--- src/sha1sh_pkg.sv ---
// Shared types, constants and helper functions for the streaming SHA-1 engine.
// Used by the controller, the datapath and the top level; no dependencies.
`default_nettype none
package sha1sh_pkg;

  localparam int WORDS      = 5;
  localparam int ROUNDS     = 80;
  localparam int BLK_BITS   = 512;
  localparam int LEN_BITS   = 64;

  localparam logic [5:0] LEN_POS    = 6'd56;
  localparam logic [5:0] LAST_BYTE  = 6'd63;
  localparam logic [6:0] LAST_ROUND = 7'(ROUNDS - 1);
  localparam logic [7:0] PAD_BYTE   = 8'h80;
  localparam logic [2:0] LAST_INDEX = 3'(WORDS - 1);

  localparam logic [31:0] INIT_H [WORDS] = '{
    32'h67452301, 32'hefcdab89, 32'h98badcfe, 32'h10325476, 32'hc3d2e1f0
  };

  typedef enum logic [1:0] {
    SEL_IN,
    SEL_PAD,
    SEL_ZERO,
    SEL_LEN
  } byte_sel_t;

  typedef struct packed {
    logic      shift_en;
    byte_sel_t sel;
    logic [2:0] len_sel;
    logic      load_vars;
    logic      round_en;
    logic [1:0] stage;
    logic      add_chain;
    logic      finish_load;
  } cmd_t;

  typedef struct packed {
    logic out_busy;
  } status_t;

  function automatic logic [31:0] round_k(input logic [1:0] stage);
    logic [31:0] k;
    case (stage)
      2'd0:    k = 32'h5a827999;
      2'd1:    k = 32'h6ed9eba1;
      2'd2:    k = 32'h8f1bbcdc;
      default: k = 32'hca62c1d6;
    endcase
    return k;
  endfunction

  function automatic logic [31:0] round_f(input logic [1:0] stage, input logic [31:0] b,
                                          input logic [31:0] c, input logic [31:0] d);
    logic [31:0] f;
    case (stage)
      2'd0:    f = (b & c) | (~b & d);
      2'd2:    f = (b & c) | (b & d) | (c & d);
      default: f = b ^ c ^ d;
    endcase
    return f;
  endfunction

endpackage
`default_nettype wire

--- src/sha1sh_ctrl.sv ---
// Controller for the streaming SHA-1 engine: byte counting, padding sequence,
// round counting and digest hand-off. Depends on sha1sh_pkg.
`default_nettype none
module sha1sh_ctrl import sha1sh_pkg::*; (
  input  wire logic    clk,
  input  wire logic    rst,
  input  wire logic    in_valid,
  output logic         in_ready,
  input  wire logic    command,
  input  wire status_t status,
  output cmd_t         cmd
);

  typedef enum logic [2:0] {
    S_IDLE,
    S_PAD,
    S_LOAD,
    S_ROUND,
    S_ADD,
    S_DONE
  } state_t;

  state_t     state;
  logic [5:0] fill;
  logic [6:0] rnd;
  logic [1:0] stage;
  logic       pad_first;
  logic       len_ok;
  logic       pad_mode;
  logic       accept;

  assign in_ready = (state == S_IDLE);
  assign accept   = in_valid && in_ready;

  always_comb begin
    cmd          = '0;
    cmd.sel      = SEL_IN;
    cmd.len_sel  = fill[2:0];
    cmd.stage    = stage;
    case (state)
      S_IDLE: begin
        cmd.shift_en = accept && !command;
      end
      S_PAD: begin
        cmd.shift_en = 1'b1;
        if (pad_first) begin
          cmd.sel = SEL_PAD;
        end else if (len_ok && fill >= LEN_POS) begin
          cmd.sel = SEL_LEN;
        end else begin
          cmd.sel = SEL_ZERO;
        end
      end
      S_LOAD:  cmd.load_vars   = 1'b1;
      S_ROUND: cmd.round_en    = 1'b1;
      S_ADD:   cmd.add_chain   = 1'b1;
      S_DONE:  cmd.finish_load = !status.out_busy;
      default: cmd = '0;
    endcase
  end

  always_ff @(posedge clk) begin
    if (rst) begin
      state     <= S_IDLE;
      fill      <= '0;
      rnd       <= '0;
      stage     <= '0;
      pad_first <= 1'b0;
      len_ok    <= 1'b0;
      pad_mode  <= 1'b0;
    end else begin
      case (state)
        S_IDLE: begin
          if (accept) begin
            if (!command) begin
              fill <= fill + 6'd1;
              if (fill == LAST_BYTE) begin
                state <= S_LOAD;
              end
            end else begin
              pad_mode  <= 1'b1;
              pad_first <= 1'b1;
              len_ok    <= (fill < LEN_POS);
              state     <= S_PAD;
            end
          end
        end
        S_PAD: begin
          pad_first <= 1'b0;
          fill      <= fill + 6'd1;
          if (fill == LAST_BYTE) begin
            state <= S_LOAD;
          end
        end
        S_LOAD: begin
          rnd   <= '0;
          stage <= '0;
          state <= S_ROUND;
        end
        S_ROUND: begin
          rnd <= rnd + 7'd1;
          if (rnd == 7'd19 || rnd == 7'd39 || rnd == 7'd59) begin
            stage <= stage + 2'd1;
          end
          if (rnd == LAST_ROUND) begin
            state <= S_ADD;
          end
        end
        S_ADD: begin
          if (pad_mode && len_ok) begin
            state <= S_DONE;
          end else if (pad_mode) begin
            len_ok <= 1'b1;
            state  <= S_PAD;
          end else begin
            state <= S_IDLE;
          end
        end
        S_DONE: begin
          if (!status.out_busy) begin
            pad_mode <= 1'b0;
            len_ok   <= 1'b0;
            state    <= S_IDLE;
          end
        end
        default: state <= S_IDLE;
      endcase
    end
  end

endmodule
`default_nettype wire

--- src/sha1sh_datapath.sv ---
// Datapath for the streaming SHA-1 engine: block shift line and message
// schedule, round variables, chaining value, bit count and digest output.
// Depends on sha1sh_pkg.
`default_nettype none
module sha1sh_datapath import sha1sh_pkg::*; (
  input  wire logic        clk,
  input  wire logic        rst,
  input  wire logic [7:0]  message_byte,
  input  wire cmd_t        cmd,
  output status_t          status,
  output logic             out_valid,
  input  wire logic        out_ready,
  output logic [31:0]      digest_word,
  output logic [2:0]       word_index,
  output logic             last_word
);

  logic [BLK_BITS-1:0] blk;
  logic [LEN_BITS-1:0] bits;
  logic [31:0]         chain [WORDS];
  logic [31:0]         va, vb, vc, vd, ve;
  logic [31:0]         outw  [WORDS];
  logic [2:0]          out_idx;

  logic [7:0]  byte_next;
  logic [2:0]  len_pos;
  logic [31:0] w0, w2, w8, w13, w_mix, w_new, tmp;
  logic        out_take;

  assign len_pos = 3'd7 - cmd.len_sel;

  always_comb begin
    case (cmd.sel)
      SEL_IN:   byte_next = message_byte;
      SEL_PAD:  byte_next = PAD_BYTE;
      SEL_LEN:  byte_next = bits[{len_pos, 3'b000} +: 8];
      default:  byte_next = 8'h00;
    endcase
  end

  assign w0    = blk[511:480];
  assign w2    = blk[447:416];
  assign w8    = blk[255:224];
  assign w13   = blk[95:64];
  assign w_mix = w13 ^ w8 ^ w2 ^ w0;
  assign w_new = {w_mix[30:0], w_mix[31]};
  assign tmp   = {va[26:0], va[31:27]} + round_f(cmd.stage, vb, vc, vd) + ve
                 + round_k(cmd.stage) + w0;

  always_ff @(posedge clk) begin
    if (cmd.shift_en) begin
      blk <= {blk[BLK_BITS-9:0], byte_next};
    end else if (cmd.round_en) begin
      blk <= {blk[BLK_BITS-33:0], w_new};
    end
    if (cmd.load_vars) begin
      va <= chain[0];
      vb <= chain[1];
      vc <= chain[2];
      vd <= chain[3];
      ve <= chain[4];
    end else if (cmd.round_en) begin
      va <= tmp;
      vb <= va;
      vc <= {vb[1:0], vb[31:2]};
      vd <= vc;
      ve <= vd;
    end
    if (cmd.finish_load) begin
      for (int i = 0; i < WORDS; i++) begin
        outw[i] <= chain[i];
      end
    end else if (out_take) begin
      for (int i = 0; i < WORDS - 1; i++) begin
        outw[i] <= outw[i+1];
      end
    end
  end

  always_ff @(posedge clk) begin
    if (rst) begin
      bits <= '0;
      for (int i = 0; i < WORDS; i++) begin
        chain[i] <= INIT_H[i];
      end
    end else begin
      if (cmd.finish_load) begin
        bits <= '0;
        for (int i = 0; i < WORDS; i++) begin
          chain[i] <= INIT_H[i];
        end
      end else begin
        if (cmd.shift_en && cmd.sel == SEL_IN) begin
          bits <= bits + 64'd8;
        end
        if (cmd.add_chain) begin
          chain[0] <= chain[0] + va;
          chain[1] <= chain[1] + vb;
          chain[2] <= chain[2] + vc;
          chain[3] <= chain[3] + vd;
          chain[4] <= chain[4] + ve;
        end
      end
    end
  end

  assign out_take = out_valid && out_ready;

  always_ff @(posedge clk) begin
    if (rst) begin
      out_valid <= 1'b0;
      out_idx   <= '0;
    end else if (cmd.finish_load) begin
      out_valid <= 1'b1;
      out_idx   <= '0;
    end else if (out_take) begin
      out_idx <= out_idx + 3'd1;
      if (out_idx == LAST_INDEX) begin
        out_valid <= 1'b0;
      end
    end
  end

  assign status.out_busy = out_valid;
  assign digest_word     = outw[0];
  assign word_index      = out_idx;
  assign last_word       = (out_idx == LAST_INDEX);

endmodule
`default_nettype wire

--- src/sha1_stream_hash_top.sv ---
// Top level of the streaming SHA-1 engine: joins controller and datapath.
// Depends on sha1sh_pkg, sha1sh_ctrl and sha1sh_datapath.
//
//   channel   handshake              payload
//   input     in_valid / in_ready    command, message_byte
//   output    out_valid / out_ready  digest_word, word_index, last_word
//
// Message bytes come in one per cycle while in_ready is high; a byte ending a
// 64-byte block starts load, 80 rounds on the single round unit, chain add.
// Finish shifts in one pad byte a cycle up to the block end, runs one or two
// compressions, then waits for the digest register to be free and loads it.
// Digest words leave one per cycle on out_ready; bytes may enter meanwhile.
// Reset restores the initial chaining value at once; no clearing pass.
`default_nettype none
module sha1_stream_hash_top import sha1sh_pkg::*; (
  input  wire logic        clk,
  input  wire logic        rst,
  input  wire logic        in_valid,
  output logic             in_ready,
  input  wire logic        command,
  input  wire logic [7:0]  message_byte,
  output logic             out_valid,
  input  wire logic        out_ready,
  output logic [31:0]      digest_word,
  output logic [2:0]       word_index,
  output logic             last_word
);

  cmd_t    cmd;
  status_t status;

  sha1sh_ctrl u_ctrl (
    .clk      (clk),
    .rst      (rst),
    .in_valid (in_valid),
    .in_ready (in_ready),
    .command  (command),
    .status   (status),
    .cmd      (cmd)
  );

  sha1sh_datapath u_datapath (
    .clk          (clk),
    .rst          (rst),
    .message_byte (message_byte),
    .cmd          (cmd),
    .status       (status),
    .out_valid    (out_valid),
    .out_ready    (out_ready),
    .digest_word  (digest_word),
    .word_index   (word_index),
    .last_word    (last_word)
  );

endmodule
`default_nettype wire
--- config.mk ---
export PLATFORM = sky130hd
export DESIGN_NAME = sha1_stream_hash_top
export DESIGN_NICKNAME = d
export VERILOG_FILES = /design/src/sha1sh_pkg.sv /design/src/sha1sh_ctrl.sv /design/src/sha1sh_datapath.sv /design/src/sha1_stream_hash_top.sv
export SDC_FILE = /design/constraint.sdc
export NUM_CORES = 2
export LEC_CHECK = 0
export BUFFER_PORTS_ARGS = -buffer_cell sky130_fd_sc_hd__clkbuf_2
export CAP_MARGIN = 20
export CORE_MARGIN = 2
export CORE_UTILIZATION = 45
export CTS_BUF_LIST = sky130_fd_sc_hd__clkbuf_8
export DETAILED_ROUTE_END_ITERATION = 8
export PLACE_DENSITY = 0.73
export SYNTH_ARGS = -nofsm -noshare
export SYNTH_HDL_FRONTEND = slang
export SYNTH_SLANG_ARGS = --single-unit
export TNS_END_PERCENT = 100
--- constraint.sdc ---
create_clock -name clk -period 14.05 [get_ports clk]
set_input_delay 1.405 -clock clk [delete_from_list [all_inputs] [get_ports clk]]
set_output_delay 1.405 -clock clk [all_outputs]
set_load 0.05 [all_outputs]
### After elaboration in Yosys (flattened, before gate mapping)

Memories as Yosys holds them, arrays and structs flattened.
Index checks and enable logic that the tools add are counted.

| word-level totals | value |
|---|---|
| output and inout port bits | 38 |
| memories | 2 |
| flip-flop bits (word level) | 761 |
| word-level logic and storage cells | 195 |
| RAM bits | 320 |

Memory list:

| memory | words | bits a word | rd ports | clocked after Yosys merged registers in | wr ports | line | source |
|---|---|---|---|---|---|---|---|
| u_datapath.chain | 5 | 32 | 5 | 0 | 5 | sha1sh_datapath.sv:20 | `logic [31:0] chain [WORDS];` |
| u_datapath.outw | 5 | 32 | 5 | 0 | 5 | sha1sh_datapath.sv:22 | `logic [31:0] outw [WORDS];` |

| operators by class | value |
|---|---|
| mux-type cells | 79 |
| equality and inequality tests | 23 |
| $add $sub $neg | 15 |
| shift-type cells | 1 |
| reduce and logical (&&, ||, !) cells | 30 |
| order comparisons | 2 |
| bitwise gates (word level) | 27 |

Operators by type and width:

| operator | number |
|---|---|
| 512-bit 2-to-1 mux | 2 |
| 32-bit 2-to-1 mux | 24 |
| 32-bit adder | 9 |
| 32-bit XOR | 5 |
| 32-bit bitwise AND | 4 |
| 32-bit OR | 3 |
| 32-bit one-hot mux with 3 select lines | 1 |
| 64-bit by 4-bit adder with 64-bit output, second input constant | 1 |
| 32-bit one-hot mux with 2 select lines | 1 |
| 64-bit by 7-bit indexed part select with 8-bit output | 1 |
| 32-bit NOT | 1 |
| 1-bit 2-to-1 mux | 29 |
| 8-bit one-hot mux with 3 select lines | 1 |
| 3-bit 2-to-1 mux | 7 |
| 3-bit one-hot mux with 6 select lines | 1 |
| 7-bit by 6-bit == test with 1-bit output, second input constant | 2 |
| 1-bit OR | 14 |
| 7-bit one-hot mux with 2 select lines | 1 |
| 2-bit nonzero test | 7 |
| 6-bit 2-to-1 mux | 2 |
| 6-bit one-hot mux with 2 select lines | 1 |
| 2-bit != test, second input constant | 5 |
| 3-bit == test, second input constant | 3 |
| 3-bit AND reduction | 3 |
| 30 further kinds | 49 |

### Logic depth before layout (Yosys ltp)

| logic depth | value |
|---|---|
| word-level depth | 11 |
| depth in mapped cells | 24 |

### Cells and area by module

From an unflattened synthesis, not the netlist that was laid out.

| second synthesis, totals | value |
|---|---|
| cell total of the unflattened synthesis | 4775 |
| area, all modules | 58743.8 µm² |

Modules (own cells, without submodules):

| module | times used | sequential area each (µm²) | cells an instance | area an instance (µm²) |
|---|---|---|---|---|
| sha1sh_datapath | 1 | 31089.8 | 4616 | 57463.9 |
| sha1sh_ctrl | 1 | 420.4 | 159 | 1280.0 |

### Worst setup path before layout

Ideal clock, no wire load.

| timing | value |
|---|---|
| kind | input-to-reg |
| start point | input port in_valid |
| end point | register u_datapath.blk[0] (enable) |
| arrival time | 10967 ps |
| path slack | -552 ps |
| stages on the path | 6 |
| required time | 10415 ps |
| cell sequence | nor2b_1 -> o21ai_0 -> clkbuf_1 -> clkbuf_1 -> clkbuf_1 -> nand2_1 |

| on the way | value |
|---|---|
| longest elaborated chain between the ends | 4 |

RTL lines:

| element | line | source |
|---|---|---|
| start, declared | sha1_stream_hash_top.sv:18 | `input wire logic in_valid,` |
| 1-bit logical AND | sha1sh_ctrl.sv:33 | `assign accept = in_valid && in_ready;` |
| 1-bit logical AND | sha1sh_ctrl.sv:42 | `cmd.shift_en = accept && !command;` |
| 1-bit one-hot mux with 2 select lines | sha1sh_ctrl.sv:40 | `case (state)` |
| 2-bit nonzero test (no source line) | -- |  |
| end signal, assigned | sha1sh_datapath.sv:52 | `blk <= {blk[BLK_BITS-9:0], byte_next};` |
| end signal, assigned | sha1sh_datapath.sv:54 | `blk <= {blk[BLK_BITS-33:0], w_new};` |
| end, declared | sha1sh_datapath.sv:18 | `logic [BLK_BITS-1:0] blk;` |

No other way between the ends.
A chain may end at the register's enable or synchronous reset.

### Final worst setup path

| timing | value |
|---|---|
| start point | register u_ctrl.state[2] |
| end point | register u_datapath.va[29] (data pin) |

| on the way | value |
|---|---|
| longest elaborated chain between the ends | 11 |

RTL lines:

| element | line | source |
|---|---|---|
| start, declared | sha1sh_ctrl.sv:23 | `state_t state;` |
| start signal, assigned | sha1sh_ctrl.sv:64 | `state <= S_IDLE;` |
| start signal, assigned | sha1sh_ctrl.sv:78 | `state <= S_LOAD;` |
| start signal, assigned | sha1sh_ctrl.sv:84 | `state <= S_PAD;` |
| 3-bit by 2-bit == test with 1-bit output, or another cell as far along | sha1sh_ctrl.sv:40 |  |
| 6-bit OR reduction (no source line) | -- |  |
| 2-bit 2-to-1 mux | sha1sh_ctrl.sv:40 |  |
| 2-bit == test / 2-bit logical NOT (equally long branches) | sha1sh_pkg.sv:45, sha1sh_pkg.sv:57 |  |
| 32-bit one-hot mux with 2 select lines | sha1sh_pkg.sv:57 | `case (stage)` |
| 32-bit adder (2 in series) | sha1sh_datapath.sv:47 | `assign tmp = {va[26:0], va[31:27]} + round_f(cmd.stage, vb, vc, vd) + ve` |
| 32-bit adder (2 in series) | sha1sh_datapath.sv:48 | `+ round_k(cmd.stage) + w0;` |
| 32-bit 2-to-1 mux | sha1sh_datapath.sv:62 | `end else if (cmd.round_en) begin` |
| 32-bit 2-to-1 mux * | sha1sh_datapath.sv:56 | `if (cmd.load_vars) begin` |
| end signal, assigned | sha1sh_datapath.sv:57 | `va <= chain[0];` |
| end signal, assigned | sha1sh_datapath.sv:63 | `va <= tmp;` |
| end, declared | sha1sh_datapath.sv:21 | `logic [31:0] va, vb, vc, vd, ve;` |

Mark *: on every way between the ends. The rest lies on a longest branch, timed or not. The select of a mux whose other input is x is not followed.

==> run metrics <==
Total Power 7.46 mW; Peak supply drop 0.0981 mV; vias in the first global route 41100; Post-synth EDFFs 992; Fillers 11800; CTS buffer count 185; Worst EP required 14710 ps; worst min-delay path class register to register; Clock Tree Root clkbuf_8; Detailed Route WL 149000 um; Synth Register Bits 1078; status complete, no violations; port bufs 50; Die H 367 um; via count 43100; CP Max Fanout 32; I/O pin count 51; drt first pass iters 7; clock tree sinks 1078; post-cts resize count 0; number of distinct library cells after synthesis 89; top_reg_cell synth edfxtp_1; Worst setup SP type register; synthesis warning total 0; CTS H-Tree Depth 4; crit path DAT 7470 ps; largest net degree at the start of global routing 254; Slew headroom 15.6%; Worst Setup End Kind register; main combinational cell family by area after synthesis simple AND/OR/NAND/NOR gates; ys async rst share 0%; share of layout cells above drive strength 1 8.79%; final hold viol count 0; global-route wire length before repair 232000 um; CTS tree done; mux contribution to synthesized area 3.50%; NetSw 2.01 mW; Clock transition at path regs 70 ps; Starting Density 45.3%; via density per instance 5.53; simple-gate share of the synthesized area 18.7%; Setup Fix Bufs, Post-CTS 0; clock skew 44.1 ps; Worst-Skew Late Latency 920 ps; standard-cell rows 133; grt ovf 0; Int Pwr 5.45 mW; nets 6220; clk buf depth 3; Post-Synth XOR/XNOR Area 3.96%; LEAKAGE 25.7 nW; Tmin final 6810 ps; Worst Tran Pin Value 1270 ps; Sequential Power Share 52.2%; area grow syn2layout 8.91%; commonest non-fill, non-tap cell in the layout nand2_1; Iter 0 DRT Violations 4525; Slew Limit Fails 0; Final Wtd Congestion 0.962; Synth Area in Compound Gates 8.78%; DRC viols 0; post-route setup TNS 0 ps; Placed Area 61100 sq um; Comb power frac 10.2%; hpwl dp 102000 um; Sw Ratio 26.9%; final antenna-violating net count 0; initial antenna violation count 2; Syn Inst Count 5885; Power Density 115 nW/um^2; Syn Area/Cell 10.1 sq um; commonest cells after routing, fill and taps aside 1995 x nand2_1, 992 x edfxtp_1, 309 x nor2_1; RSZ-0062 raised after global routing false; Core Box Area 131000 sq um; Clock Power Share 37.6%; syn nets 6226; Synth Area in Adders 8.48%; die area 135000 sq um; Finish-stage setup viols 0; Max Fclk 0.147 GHz; Seq/Total Area, Yosys 53.0%; Tcrit/Tclk final 48.5%; critical path type register to register; Synth Cell Area 59400 sq um; post-route cell area 64700 sq um; die span in x 367 um; GRT Total Usage 21.7%; DR WL/cell 19.2 um; fin util 49.3%; cts hold-fix bufs 0; max cap viols 0
==> critical path, cell delays in order, from the launching register on <==
cell and delay (ps):
dfxtp_1 680, nand2_1 450, nand2_1 340, inv_1 250, ha_1 250, buf_4 270
a221oi_1 360, nor2_1 100, fa_1 490, inv_1 50, fa_1 520, fa_1 410
inv_1 70, ha_1 180, inv_1 60, fa_1 390, nand2b_1 180, a21o_1 180
a211o_1 280, a211o_1 320, a211oi_2 320, a2111oi_0 130, a22o_1 240
==> sequential cells by signal, summed over array words and instances (netlist names), 32 cells and up <==
register	flops
u_datapath.bits	61
u_datapath.blk	512
u_datapath.chain	160
u_datapath.outw	160
u_datapath.va	32
u_datapath.vb	32
u_datapath.vc	32
u_datapath.vd	32
u_datapath.ve	32
==> kinds of logic (layout without fill, tap and decap cells) <==
family	count (synthesis)	count (layout)
flops	1078	1078
buf+inv	528	675
xor+xnor	269	269
mux	182	182
simple gates	2702	2702
fa+ha+maj	328	328
compound gates	798	798
other cells	0	2
==> worst paths after layout <==
check | slack [ps] | cells past startpoint | end | start
setup / recovery | 7240 | 22 | u_datapath.va[29] | u_ctrl.state[2]
hold / removal | 470 | 0 | u_datapath.outw[1][4] | u_datapath.chain[0][132]
setup reg to reg | 7240 | 22 | u_datapath.va[29] | u_ctrl.state[2]
hold reg to reg | 470 | 0 | u_datapath.outw[1][4] | u_datapath.chain[0][132]
==> per-stage QoR <==
step	cells	setup WS, ps	hold slack [ps]
2_1_floorplan	5885	1200	444
3_3_place_gp	7444	7510	453
3_5_place_dp	7444	7280	468
4_1_cts	7784	7260	457
5_1_grt	7788	6790	489
6_report	7789	7240	474
==> cell type report <==
| type | instances | area, sq um | area share, % |
|---|---|---|---|
| sequential | 1078 | 31500 | 48.7 |
| multi-input combinational | 4279 | 25900 | 40.0 |
| inverter | 246 | 928 | 1.43 |
| antenna | 2 | 5.00 | 0.00773 |
| clock inverter | 150 | 963 | 1.49 |
| timing repair buffer | 89 | 621 | 0.959 |
| clock buffer | 190 | 2620 | 4.04 |
| tap | 1755 | 2200 | 3.39 |
==> synthesized netlist by cell type (42+ instances only) <==
| cell type | number | area, sq um |
|---|---|---|
| nor3_1 | 72 | 360 |
| or3_1 | 42 | 263 |
| nand2_1 | 1997 | 7500 |
| o21ai_0 | 172 | 861 |
| nand3_1 | 60 | 300 |
| fa_1 | 125 | 2500 |
| ha_1 | 203 | 2540 |
| dfxtp_1 | 86 | 1720 |
| inv_1 | 243 | 912 |
| a21oi_1 | 212 | 1060 |
| xnor2_1 | 177 | 1550 |
| mux2_2 | 158 | 1780 |
| clkbuf_1 | 228 | 856 |
| a21o_1 | 84 | 631 |
| edfxtp_1 | 992 | 29800 |
| nor2_1 | 310 | 1160 |
| xor2_1 | 92 | 806 |
==> routing by layer <==
layer / up-vias / GRT usage (%) / wire (um)
li1: 20300 / - / -
met1: 20900 / 29.5 / 63500
met2: 1555 / 34.0 / 68900
met3: 345 / 3.77 / 10500
met4: 0 / 10.1 / 6410
met5: - / 0 / 0
==> power by group through the flow <==
stage          combinational [mW]  sequential, mW  clock [mW]
4_1_cts                     0.760            3.90        2.86
3_3_place_gp                0.734            3.96           0
5_1_grt                     0.859            3.92        2.99
3_5_place_dp                0.754            3.96           0
2_1_floorplan               0.577            3.96           0
6_report                    0.761            3.90        2.80
No activity file was read; power rests on OpenSTA's default activity.
